### src/rtl/hoca_pkg.sv
// Shared types and constants of the HSV offset color adjust pipeline.
`default_nettype none
package hoca_pkg;
   localparam int CHAN_W = 12;
   localparam int OFS_W  = 14;
   localparam int DIV_W  = 15;
   localparam logic [CHAN_W-1:0] OUT_MAX = 12'hFFF;

   localparam logic [2:0] SEC_0 = 3'd0;
   localparam logic [2:0] SEC_1 = 3'd1;
   localparam logic [2:0] SEC_2 = 3'd2;
   localparam logic [2:0] SEC_3 = 3'd3;
   localparam logic [2:0] SEC_4 = 3'd4;

   typedef struct packed {
      logic              grey;
      logic [CHAN_W-1:0] mx;
      logic [OFS_W-1:0]  hoff;
      logic [OFS_W-1:0]  soff;
      logic [OFS_W-1:0]  voff;
   } side_type;

   typedef struct packed {
      logic [DIV_W-1:0] num_s;
      logic [DIV_W-1:0] den_s;
      logic [DIV_W-1:0] num_h;
      logic [DIV_W-1:0] den_h;
      side_type         side;
   } div_req_type;
endpackage
`default_nettype wire

### src/rtl/hoca_front.sv
// Input register stage: max/min, chroma and hue numerator.
`default_nettype none
module hoca_front (
   input  wire logic                          clock,
   input  wire logic                          reset,
   input  wire logic                          start,
   input  wire logic [hoca_pkg::CHAN_W-1:0]   red,
   input  wire logic [hoca_pkg::CHAN_W-1:0]   green,
   input  wire logic [hoca_pkg::CHAN_W-1:0]   blue,
   input  wire logic [hoca_pkg::OFS_W-1:0]    hoff,
   input  wire logic [hoca_pkg::OFS_W-1:0]    soff,
   input  wire logic [hoca_pkg::OFS_W-1:0]    voff,
   output logic                               out_valid,
   output hoca_pkg::div_req_type              out_req
);
   logic [hoca_pkg::CHAN_W-1:0] mx, mn, d;
   logic signed [16:0]          r_s, g_s, b_s, d_s, n_raw, n_adj, d6;
   logic                        grey;
   logic                        valid_ff;
   hoca_pkg::div_req_type       req_ff, req_in;

   always_comb begin
      mx = red;
      mn = red;
      if (green > mx) mx = green;
      if (blue > mx) mx = blue;
      if (green < mn) mn = green;
      if (blue < mn) mn = blue;
      d    = mx - mn;
      grey = (mx == mn);
      r_s  = signed'({5'b0, red});
      g_s  = signed'({5'b0, green});
      b_s  = signed'({5'b0, blue});
      d_s  = signed'({5'b0, d});
      d6   = (d_s <<< 2) + (d_s <<< 1);
      if (red == mx)
         n_raw = g_s - b_s;
      else if (green == mx)
         n_raw = (d_s <<< 1) + b_s - r_s;
      else
         n_raw = (d_s <<< 2) + r_s - g_s;
      n_adj = (n_raw < 0) ? n_raw + d6 : n_raw;
      req_in.num_s = grey ? '0 : hoca_pkg::DIV_W'(d);
      req_in.den_s = grey ? hoca_pkg::DIV_W'(1) : hoca_pkg::DIV_W'(mx);
      req_in.num_h = grey ? '0 : n_adj[hoca_pkg::DIV_W-1:0];
      req_in.den_h = grey ? hoca_pkg::DIV_W'(1) : d6[hoca_pkg::DIV_W-1:0];
      req_in.side.grey = grey;
      req_in.side.mx   = mx;
      req_in.side.hoff = hoff;
      req_in.side.soff = soff;
      req_in.side.voff = voff;
   end

   always_ff @(posedge clock) begin
      if (reset)
         valid_ff <= 1'b0;
      else
         valid_ff <= start;
      req_ff <= req_in;
   end

   assign out_valid = valid_ff;
   assign out_req   = req_ff;
endmodule
`default_nettype wire

### src/rtl/hoca_div.sv
// Two-lane pipelined restoring divider, one quotient bit per stage: num*2^F/den.
`default_nettype none
module hoca_div #(
   parameter int FRAC_BITS = 12
) (
   input  wire logic                   clock,
   input  wire logic                   reset,
   input  wire logic                   in_valid,
   input  hoca_pkg::div_req_type       in_req,
   output logic                        out_valid,
   output logic [FRAC_BITS:0]          quo_s,
   output logic [FRAC_BITS:0]          quo_h,
   output hoca_pkg::side_type          out_side
);
   localparam int Q  = FRAC_BITS + 1;
   localparam int DW = hoca_pkg::DIV_W;

   logic [DW-1:0]      rem_s_ff [Q];
   logic [DW-1:0]      rem_h_ff [Q];
   logic [DW-1:0]      den_s_ff [Q];
   logic [DW-1:0]      den_h_ff [Q];
   logic [Q-1:0]       qs_ff    [Q];
   logic [Q-1:0]       qh_ff    [Q];
   hoca_pkg::side_type side_ff  [Q];
   logic [Q-1:0]       valid_ff;

   genvar k;
   generate
      for (k = 0; k < Q; k++) begin : g_stage
         logic [DW:0]   ts, th;
         logic [DW-1:0] ps, ph, pds, pdh;
         logic [Q-1:0]  pqs, pqh;
         logic          pv;
         hoca_pkg::side_type psd;
         logic [DW-1:0] rem_s_in, rem_h_in;
         logic [Q-1:0]  qs_in, qh_in;
         if (k == 0) begin : g_first
            assign ps  = in_req.num_s;
            assign ph  = in_req.num_h;
            assign pds = in_req.den_s;
            assign pdh = in_req.den_h;
            assign pqs = '0;
            assign pqh = '0;
            assign pv  = in_valid;
            assign psd = in_req.side;
            assign ts  = {1'b0, ps};
            assign th  = {1'b0, ph};
         end else begin : g_next
            assign ps  = rem_s_ff[k-1];
            assign ph  = rem_h_ff[k-1];
            assign pds = den_s_ff[k-1];
            assign pdh = den_h_ff[k-1];
            assign pqs = qs_ff[k-1];
            assign pqh = qh_ff[k-1];
            assign pv  = valid_ff[k-1];
            assign psd = side_ff[k-1];
            assign ts  = {ps, 1'b0};
            assign th  = {ph, 1'b0};
         end
         always_comb begin
            if (ts >= {1'b0, pds}) begin
               rem_s_in = DW'(ts - {1'b0, pds});
               qs_in    = {pqs[Q-2:0], 1'b1};
            end else begin
               rem_s_in = ts[DW-1:0];
               qs_in    = {pqs[Q-2:0], 1'b0};
            end
            if (th >= {1'b0, pdh}) begin
               rem_h_in = DW'(th - {1'b0, pdh});
               qh_in    = {pqh[Q-2:0], 1'b1};
            end else begin
               rem_h_in = th[DW-1:0];
               qh_in    = {pqh[Q-2:0], 1'b0};
            end
         end
         always_ff @(posedge clock) begin
            if (reset)
               valid_ff[k] <= 1'b0;
            else
               valid_ff[k] <= pv;
            rem_s_ff[k] <= rem_s_in;
            rem_h_ff[k] <= rem_h_in;
            den_s_ff[k] <= pds;
            den_h_ff[k] <= pdh;
            qs_ff[k]    <= qs_in;
            qh_ff[k]    <= qh_in;
            side_ff[k]  <= psd;
         end
      end
   endgenerate

   assign out_valid = valid_ff[Q-1];
   assign quo_s     = qs_ff[Q-1];
   assign quo_h     = qh_ff[Q-1];
   assign out_side  = side_ff[Q-1];
endmodule
`default_nettype wire

### src/rtl/hoca_hsv2rgb.sv
// Offset/clamp of HSV and six-sector conversion back to RGB, five stages.
`default_nettype none
module hoca_hsv2rgb #(
   parameter int FRAC_BITS = 12
) (
   input  wire logic                          clock,
   input  wire logic                          reset,
   input  wire logic                          in_valid,
   input  wire logic [FRAC_BITS:0]            quo_s,
   input  wire logic [FRAC_BITS:0]            quo_h,
   input  hoca_pkg::side_type                 in_side,
   output logic                               out_valid,
   output logic [hoca_pkg::CHAN_W-1:0]        red,
   output logic [hoca_pkg::CHAN_W-1:0]        green,
   output logic [hoca_pkg::CHAN_W-1:0]        blue
);
   localparam int F   = FRAC_BITS;
   localparam int W   = FRAC_BITS + 1;
   localparam int SW  = (FRAC_BITS > 13 ? FRAC_BITS : 13) + 3;
   localparam int EW  = (W > hoca_pkg::CHAN_W) ? W : hoca_pkg::CHAN_W;
   localparam logic [W-1:0]        ONE_U = W'(1) << F;
   localparam logic signed [SW-1:0] ONE_S = SW'(1) << F;
   localparam int OW = hoca_pkg::OFS_W;

   // stage A: offsets
   logic signed [SW-1:0] hs, ss, vs;
   logic [F-1:0]         hue_a_in;
   logic [W-1:0]         sat_a_in, val_a_in;
   logic                 va_ff;
   logic [F-1:0]         hue_a_ff;
   logic [W-1:0]         sat_a_ff, val_a_ff;

   always_comb begin
      hs = signed'(SW'(in_side.grey ? '0 : quo_h))
         + signed'({{(SW-OW){in_side.hoff[OW-1]}}, in_side.hoff});
      ss = signed'(SW'(in_side.grey ? '0 : quo_s))
         + signed'({{(SW-OW){in_side.soff[OW-1]}}, in_side.soff});
      vs = signed'(SW'(in_side.mx))
         + signed'({{(SW-OW){in_side.voff[OW-1]}}, in_side.voff});
      hue_a_in = hs[F-1:0];
      if (ss < 0)          sat_a_in = '0;
      else if (ss > ONE_S) sat_a_in = ONE_U;
      else                 sat_a_in = ss[W-1:0];
      if (vs < 0)          val_a_in = '0;
      else if (vs > ONE_S) val_a_in = ONE_U;
      else                 val_a_in = vs[W-1:0];
   end

   // stage B: sector and fraction
   logic [F+2:0] hh;
   logic         vb_ff;
   logic [2:0]   sec_b_ff;
   logic [F-1:0] f_b_ff;
   logic [W-1:0] omf_b_ff, sat_b_ff, val_b_ff;
   assign hh = (F+3)'(hue_a_ff) * (F+3)'(6);

   // stage C: saturation products
   logic [2*W-1:0] sf, sg;
   logic           vc_ff, zero_c_ff;
   logic [2:0]     sec_c_ff;
   logic [W-1:0]   ps_c_ff, qs_c_ff, ts_c_ff, val_c_ff;
   assign sf = (2*W)'(sat_b_ff) * (2*W)'(f_b_ff);
   assign sg = (2*W)'(sat_b_ff) * (2*W)'(omf_b_ff);

   // stage D: value products
   logic [2*W-1:0] pp, pq, pt;
   logic           vd_ff, zero_d_ff;
   logic [2:0]     sec_d_ff;
   logic [W-1:0]   p_d_ff, q_d_ff, t_d_ff, val_d_ff;
   assign pp = (2*W)'(val_c_ff) * (2*W)'(ps_c_ff);
   assign pq = (2*W)'(val_c_ff) * (2*W)'(qs_c_ff);
   assign pt = (2*W)'(val_c_ff) * (2*W)'(ts_c_ff);

   // stage E: sector select and output saturation
   logic [W-1:0] ro, go, bo;
   logic         ve_ff;
   logic [hoca_pkg::CHAN_W-1:0] r_ff, g_ff, b_ff;

   function automatic logic [hoca_pkg::CHAN_W-1:0] sat_out(input logic [W-1:0] x);
      logic [EW-1:0] t;
      t = EW'(x);
      if (t > EW'(hoca_pkg::OUT_MAX))
         return hoca_pkg::OUT_MAX;
      return t[hoca_pkg::CHAN_W-1:0];
   endfunction

   always_comb begin
      if (zero_d_ff) begin
         ro = val_d_ff; go = val_d_ff; bo = val_d_ff;
      end else begin
         case (sec_d_ff)
            hoca_pkg::SEC_0: begin ro = val_d_ff; go = t_d_ff;   bo = p_d_ff;   end
            hoca_pkg::SEC_1: begin ro = q_d_ff;   go = val_d_ff; bo = p_d_ff;   end
            hoca_pkg::SEC_2: begin ro = p_d_ff;   go = val_d_ff; bo = t_d_ff;   end
            hoca_pkg::SEC_3: begin ro = p_d_ff;   go = q_d_ff;   bo = val_d_ff; end
            hoca_pkg::SEC_4: begin ro = t_d_ff;   go = p_d_ff;   bo = val_d_ff; end
            default:         begin ro = val_d_ff; go = p_d_ff;   bo = q_d_ff;   end
         endcase
      end
   end

   always_ff @(posedge clock) begin
      if (reset) begin
         va_ff <= 1'b0;
         vb_ff <= 1'b0;
         vc_ff <= 1'b0;
         vd_ff <= 1'b0;
         ve_ff <= 1'b0;
      end else begin
         va_ff <= in_valid;
         vb_ff <= va_ff;
         vc_ff <= vb_ff;
         vd_ff <= vc_ff;
         ve_ff <= vd_ff;
      end
      hue_a_ff  <= hue_a_in;
      sat_a_ff  <= sat_a_in;
      val_a_ff  <= val_a_in;
      sec_b_ff  <= hh[F+2:F];
      f_b_ff    <= hh[F-1:0];
      omf_b_ff  <= ONE_U - W'(hh[F-1:0]);
      sat_b_ff  <= sat_a_ff;
      val_b_ff  <= val_a_ff;
      zero_c_ff <= (sat_b_ff == '0);
      sec_c_ff  <= sec_b_ff;
      ps_c_ff   <= ONE_U - sat_b_ff;
      qs_c_ff   <= ONE_U - sf[F+W-1:F];
      ts_c_ff   <= ONE_U - sg[F+W-1:F];
      val_c_ff  <= val_b_ff;
      zero_d_ff <= zero_c_ff;
      sec_d_ff  <= sec_c_ff;
      p_d_ff    <= pp[F+W-1:F];
      q_d_ff    <= pq[F+W-1:F];
      t_d_ff    <= pt[F+W-1:F];
      val_d_ff  <= val_c_ff;
      r_ff      <= sat_out(ro);
      g_ff      <= sat_out(go);
      b_ff      <= sat_out(bo);
   end

   assign out_valid = ve_ff;
   assign red       = r_ff;
   assign green     = g_ff;
   assign blue      = b_ff;
endmodule
`default_nettype wire

### src/rtl/hsv_offset_color_adjust.sv
// Top level: RGB pixel to HSV, add offsets, back to RGB.
// One pixel is taken on every clock cycle that start is high; busy is never
// raised. Each result appears on rsp_* with rsp_valid high for one cycle,
// after passing through one input register, FRAC_BITS + 1 divider stages
// that yield one quotient bit each for saturation and hue, and five stages
// for offsets, sector, products and output select. Results leave in input
// order and cannot be held off.
`default_nettype none
module hsv_offset_color_adjust #(
   parameter int FRAC_BITS = 12
) (
   input  wire logic                          clock,
   input  wire logic                          reset,
   input  wire logic                          start,
   output logic                               busy,
   input  wire logic [hoca_pkg::CHAN_W-1:0]   req_red_in,
   input  wire logic [hoca_pkg::CHAN_W-1:0]   req_green_in,
   input  wire logic [hoca_pkg::CHAN_W-1:0]   req_blue_in,
   input  wire logic [hoca_pkg::OFS_W-1:0]    req_hue_offset,
   input  wire logic [hoca_pkg::OFS_W-1:0]    req_sat_offset,
   input  wire logic [hoca_pkg::OFS_W-1:0]    req_val_offset,
   output logic                               rsp_valid,
   output logic [hoca_pkg::CHAN_W-1:0]        rsp_red_out,
   output logic [hoca_pkg::CHAN_W-1:0]        rsp_green_out,
   output logic [hoca_pkg::CHAN_W-1:0]        rsp_blue_out
);
   logic                  fr_valid, dv_valid;
   hoca_pkg::div_req_type fr_req;
   logic [FRAC_BITS:0]    quo_s, quo_h;
   hoca_pkg::side_type    dv_side;

   assign busy = 1'b0;

   hoca_front u_front (
      .clock     (clock),
      .reset     (reset),
      .start     (start),
      .red       (req_red_in),
      .green     (req_green_in),
      .blue      (req_blue_in),
      .hoff      (req_hue_offset),
      .soff      (req_sat_offset),
      .voff      (req_val_offset),
      .out_valid (fr_valid),
      .out_req   (fr_req)
   );

   hoca_div #(.FRAC_BITS(FRAC_BITS)) u_div (
      .clock     (clock),
      .reset     (reset),
      .in_valid  (fr_valid),
      .in_req    (fr_req),
      .out_valid (dv_valid),
      .quo_s     (quo_s),
      .quo_h     (quo_h),
      .out_side  (dv_side)
   );

   hoca_hsv2rgb #(.FRAC_BITS(FRAC_BITS)) u_back (
      .clock     (clock),
      .reset     (reset),
      .in_valid  (dv_valid),
      .quo_s     (quo_s),
      .quo_h     (quo_h),
      .in_side   (dv_side),
      .out_valid (rsp_valid),
      .red       (rsp_red_out),
      .green     (rsp_green_out),
      .blue      (rsp_blue_out)
   );
endmodule
`default_nettype wire
### config.mk
export PLATFORM = sky130hd
export DESIGN_NAME = hsv_offset_color_adjust
export DESIGN_NICKNAME = d
export VERILOG_FILES = /design/src/rtl/hoca_pkg.sv /design/src/rtl/hoca_front.sv /design/src/rtl/hoca_div.sv /design/src/rtl/hoca_hsv2rgb.sv /design/src/rtl/hsv_offset_color_adjust.sv
export SDC_FILE = /design/constraint.sdc
export NUM_CORES = 2
export LEC_CHECK = 0
export ABC_AREA = 1
export BUFFER_PORTS_ARGS = -buffer_cell sky130_fd_sc_hd__buf_2
export CAP_MARGIN = 40
export CORE_ASPECT_RATIO = 2
export CORE_MARGIN = 10
export CORE_UTILIZATION = 55
export DETAILED_ROUTE_END_ITERATION = 10
export PLACE_DENSITY_LB_ADDON = 0.1
export SLEW_MARGIN = 20
export SYNTH_ARGS = -nofsm -noshare
export SYNTH_HDL_FRONTEND = slang
export SYNTH_HIERARCHICAL = 1
export SYNTH_SLANG_ARGS = --single-unit
### constraint.sdc
create_clock -name clock -period 22.6 [get_ports clock]
set_clock_uncertainty 0.2 [all_clocks]
set_input_delay 6.78 -clock clock [delete_from_list [all_inputs] [get_ports clock]]
set_output_delay 6.78 -clock clock [all_outputs]
set_load 0.02 [all_outputs]
After elaboration in Yosys (flattened, before gate mapping). Memory sizes are Yosys's and may differ from the RTL's. Cells that the tools add are included.

Bits in registers: 373. RAM bits: 1833. Input bits: 81. Output and inout bits: 38. Word-level logic and storage cells: 240. Memories kept: 7.

Memories: u_div.side_ff (depth 13, width 55, read ports 13, clocked after Yosys merged registers in 0, write ports 13, RTL line hoca_div.sv:24) `hoca_pkg::side_type side_ff [Q];`; u_div.den_h_ff (depth 13, width 15, read ports 12, clocked after Yosys merged registers in 0, write ports 13, RTL line hoca_div.sv:21) `logic [DW-1:0] den_h_ff [Q];`; u_div.den_s_ff (depth 13, width 15, read ports 12, clocked after Yosys merged registers in 0, write ports 13, RTL line hoca_div.sv:20) `logic [DW-1:0] den_s_ff [Q];`; u_div.rem_h_ff (depth 13, width 15, read ports 12, clocked after Yosys merged registers in 0, write ports 13, RTL line hoca_div.sv:19) `logic [DW-1:0] rem_h_ff [Q];`; u_div.rem_s_ff (depth 13, width 15, read ports 12, clocked after Yosys merged registers in 0, write ports 13, RTL line hoca_div.sv:18) `logic [DW-1:0] rem_s_ff [Q];`; u_div.qh_ff (depth 13, width 13, read ports 13, clocked after Yosys merged registers in 0, write ports 13, RTL line hoca_div.sv:23) `logic [Q-1:0] qh_ff [Q];`; +1 memories.

$add $sub $neg: 41. Multiply operators: 6. $lt $le $gt $ge: 38. Eq/ne operators: 7. Multiplexer cells: 78. Reductions and logical operators: 8.

Operator list (count): $mux W15 (27); $sub A15 B15 Y15 (26); $ge A16 B15 Y1 (24); $mux W12 (11); $pmux W13 S3 (3); $mul A13 B13 Y25 (4); $mux W13 (6); $gt A13 B12 Y1 const B (3); $sub A13 B13 Y13 const A (3); $eq A12 B12 Y1 (3); $mux W17 (2); $sub A17 B13 Y17 (2); $ge A15 B15 Y1 (2); $mux W1 (29); $gt A12 B12 Y1 (2); $lt A12 B12 Y1 (2); $mul A13 B11 Y24 (1); $lt A17 B1 Y1 const B (1); $gt A16 B14 Y1 const B (1); $lt A16 B1 Y1 const B (1); $add A13 B14 Y15 (1); $add A14 B12 Y15 (1); $add A14 B13 Y15 (1); $add A14 B14 Y15 (1); other kinds (15) (21).

Logic depth before layout (Yosys ltp).
Depth after elaboration: 11. Gate-level depth with buffers: 62.

Modules after synthesis. The synthesis kept the hierarchy.

By module, submodules not included: hoca_div (instances 1, cells each 7374, area each 61217.5 sq um, sequential area each 32631.3 sq um); hoca_hsv2rgb (instances 1, cells each 4844, area each 36436.2 sq um, sequential area each 4844.6 sq um); hoca_front (instances 1, cells each 1244, area each 9036.2 sq um, sequential area each 2182.1 sq um); hsv_offset_color_adjust (instances 1, cells each 2, area each 11.3 sq um, sequential area each 0.0 sq um).

Worst setup path before layout. OpenSTA, ideal clock, no wires.

Path kind: input to register. Start point: input req_red_in[10] in the netlist's numbering. End point: register u_front.req_ff (netlist bit u_front/out_req[84]). Arrival: 13.936 ns. Data required time: 22.290 ns. Path slack: 8.354 ns. Stages on the path: 53. Path through: inv_1 ha_1 nand2_1 inv_2 nand2_1 inv_1 nand2_1 nand3_2 buf_6 clkbuf_1 o21ai_0 inv_1 ha_1 a21oi_1 nor2_1 a211oi_1 o221a_2 nand2_4 [17 not listed] nand2_1 nand2_1 a21oi_1 xor2_1 mux2i_1 o21ai_0 inv_1 ha_1 a21oi_1 o21ai_0 nand2_1 nand2_1 a21oi_1 nand3_1 nand3_1 nand2_1 inv_1 nor2_1.

Word-level cells in the longest chain between the ends: 11. Elaborated cells between the ends (all ways): 22. Classes of those cells: add/sub: 7; order compare: 5; eq/ne: 3; mux: 7.

Ends and longest elaborated chain: start, declared (RTL line hsv_offset_color_adjust.sv:16) `input wire logic [hoca_pkg::CHAN_W-1:0] req_red_in,`; $gt A12 B12 Y1 or $lt A12 B12 Y1 (tied branches) (RTL line hoca_front.sv:25, hoca_front.sv:27); $mux W12, on equally long branches (RTL line hoca_front.sv:25, hoca_front.sv:27); $gt A12 B12 Y1 or $lt A12 B12 Y1 (tied branches) (RTL line hoca_front.sv:26, hoca_front.sv:28); $mux W12, on equally long branches (RTL line hoca_front.sv:26, hoca_front.sv:28); $sub A12 B12 Y12 * (RTL line hoca_front.sv:29) `d = mx - mn;`; via u_front.d, one bit (RTL line hoca_front.sv:16) `logic [hoca_pkg::CHAN_W-1:0] mx, mn, d;`; $add A14 B12 Y15 or $add A13 B12 Y14 (tied branches) (RTL line hoca_front.sv:41, hoca_front.sv:39); $sub A17 B13 Y17, on equally long branches (RTL line hoca_front.sv:41, hoca_front.sv:39); $mux W17 (RTL line hoca_front.sv:38) `else if (green == mx)`; $mux W17 (RTL line hoca_front.sv:36) `if (red == mx)`; $add A15 B15 Y15 or $lt A17 B1 Y1 (tied branches) (RTL line hoca_front.sv:42) `n_adj = (n_raw < 0) ? n_raw + d6 : n_raw;`; $mux W15 * (RTL line hoca_front.sv:42); end signal, assigned (RTL line hoca_front.sv:59) `req_ff <= req_in;`; end, declared (RTL line hoca_front.sv:20) `hoca_pkg::div_req_type req_ff, req_in;`.

Mark *: on every way through the listed nets, which the timed path passes. The rest lies on a longest branch. A chain may end at the register's enable or synchronous reset.

Worst setup path after layout.
Start point: input req_red_in[11] in the netlist's numbering. End point: register u_front.req_ff (netlist bit u_front/out_req[84]).

The elaborated chain is that of the path after synthesis.

==> impl_metrics.toml <==
[route]
viasPerCell = 5.09
routedWlPerCell_um = 17.9
antenna_left = 0
drtIter0Drc = 3456
drc_errors = 0
drt-pass1-iter-count = 6
totalWireLength_um = 290000
num_vias = 82400

[layout]
design_area_sq_um = 115000
multiInputGateArea_sq_um = 55200
areaGrowthSynthToFinish_pct = 8.17
final-seq-area_sq_um = 38800
fin_nets = 15100
fillCellCount = 17500
drive_above_1_share_pct = 5.86

[placed_design]
io_buffers = 115
gp_congestion = 0.984
placed_cell_area_sq_um = 109000
dp_hpwl_um = 235000

[critical_path]
cp_common_cell = "nand2_1"
worst-setup-path-type = "primary input to register"
cpPeakStageDelay_ns = 0.61
cp_top_family = "simple AND/OR/NAND/NOR gates"
start_kind = "primary input"
path_buf_inv = 9
cp_slowest_cell = "nand2_2"
crit_fanout = 29
crit_arrival_ns = 18.40
required_ns = 23.14
cp-end-kind = "register"

[flow_run]
cap_violations = 0

[grt]
grt_usage_pct = 27.2
grt_pass1_wl_um = 449000
antenna_found_initial = 23
grt_max_degree = 43
grt_pass1_vias = 87600
overflow = 0

[yosys]
synth_area_per_cell_sq_um = 7.89
syn_inst = 13400
synth.cell_area_sq_um = 106000
synth_warnings = 6

[floorplan]
fp.dieW_um = 330
die_h_um = 641
num_rows = 227
design.core.area_sq_um = 191000
ios = 119
floorplan.initialDensity_pct = 55.3
die_area_sq_um = 212000

[timing]
fin_crit_sh_pct = 79.0
finalSetupViolCount = 0
post-route-min-period_ns = 17.86
setup_tns_ns = 0
max_freq_mhz = 56.0
tightest_slew_ns = 0.971
grt_setup_unrepaired = "false"
hold_viol_final = 0
slew_violations = 0
maxSlewHeadroom_pct = 34.8

[clock_network]
htreeDepth = 4
cts_buffers = 174
cts.hold.buffers_added = 0
cts_root_buf = "clkbuf_16"
cts_setup_buffers = 0
cts_tree = "done"
cts_resized = 0
cts_buffer_depth = 4
insertion_delay_ns = 0.86
cts.sinks = 1940
path_clk_slew_ns = 0.07

[min_path]
holdCritPathClass = "register to register"

[run_status]
status = "complete, no violations"
==> worst paths after layout <==
| check | cells past startpoint | startpoint | slack (ns) | to |
|---|---|---|---|---|
| worst max register to register | 18 | u_back/val_c_ff[1] | 16.34 | u_back/t_d_ff[6] |
| worst max-delay path | 51 | req_red_in[11] | 4.74 | u_front/out_req[84] |
| worst min-delay path | 0 | u_div/qs_ff[1][40] | 0.06 | u_div/qs_ff[1][54] |
| worst min register to register | 0 | u_div/qs_ff[1][40] | 0.06 | u_div/qs_ff[1][54] |
==> cell usage in the layout, fill, tap and decap left out, types with 82 or more instances in the layout <==
master / n
nor2_1: 672
ha_1: 863
clkbuf_16: 176
nand3b_1: 82
o21ai_0: 163
nand2_2: 103
nand4_1: 137
a21oi_1: 378
buf_2: 122
xor2_1: 250
inv_1: 2750
fa_1: 617
dfxtp_1: 1934
nand2_1: 3959
nand3_1: 649
==> sequential cells by signal (all words and copies together) (netlist names), 78 cells and up <==
register and flops:
u_div/rem_h_ff 180, u_div/qs_ff 91, u_div/den_s_ff 180, u_div/side_ff 689
u_div/rem_s_ff 180, u_div/den_h_ff 180, u_div/qh_ff 78, u_front/out_req 106
==> area by class of cell <==
cell class	count	area share [%]
multi-input combinational	8446	48.2
sequential	1940	33.9
inverter	2792	9.15
clock buffer	216	4.18
tap	2519	2.75
clock inverter	89	0.955
timing repair buffer	159	0.800
antenna	13	0.0284
==> per-layer routing <==
layer | share of wire [%] | vias up | track usage (%)
met3 | 3.0 | 1116 | 2.58
met1 | 29 | 38500 | 21.2
met5 | 0 | - | 0
met4 | 10 | 0 | 23.3
li1 | - | 40700 | -
met2 | 58 | 2053 | 56.9
==> stage by stage <==
stage                     util (%)  cells  worst slack, ns  hold slack, ns
after global routing          59.8  16200             4.11          0.0526
final                         59.8  16200             4.74          0.0623
after CTS                     59.8  16200             4.79          0.0489
after global placement        56.7  15800             3.77           0.110
after detailed placement      56.7  15900             3.96           0.112
after floorplan                  -  13400             8.35           0.110
==> worst reg2reg max path: stages, from the launching register on <==
cell,delay [ns]
dfxtp_1,0.83
buf_4,0.54
nand2_1,0.17
fa_1,0.55
fa_1,0.50
inv_1,0.05
fa_1,0.48
inv_1,0.05
fa_1,0.47
inv_1,0.05
fa_1,0.43
ha_1,0.37
nand2_1,0.13
nor4_1,0.40
a21oi_1,0.18
o21ai_0,0.37
nand2_1,0.13
nand3_1,0.09
nand2_1,0.12
Power is left out: the tool's default activity adds up to more than one toggle a clock period on the data nets, which glitch-free logic cannot reach.
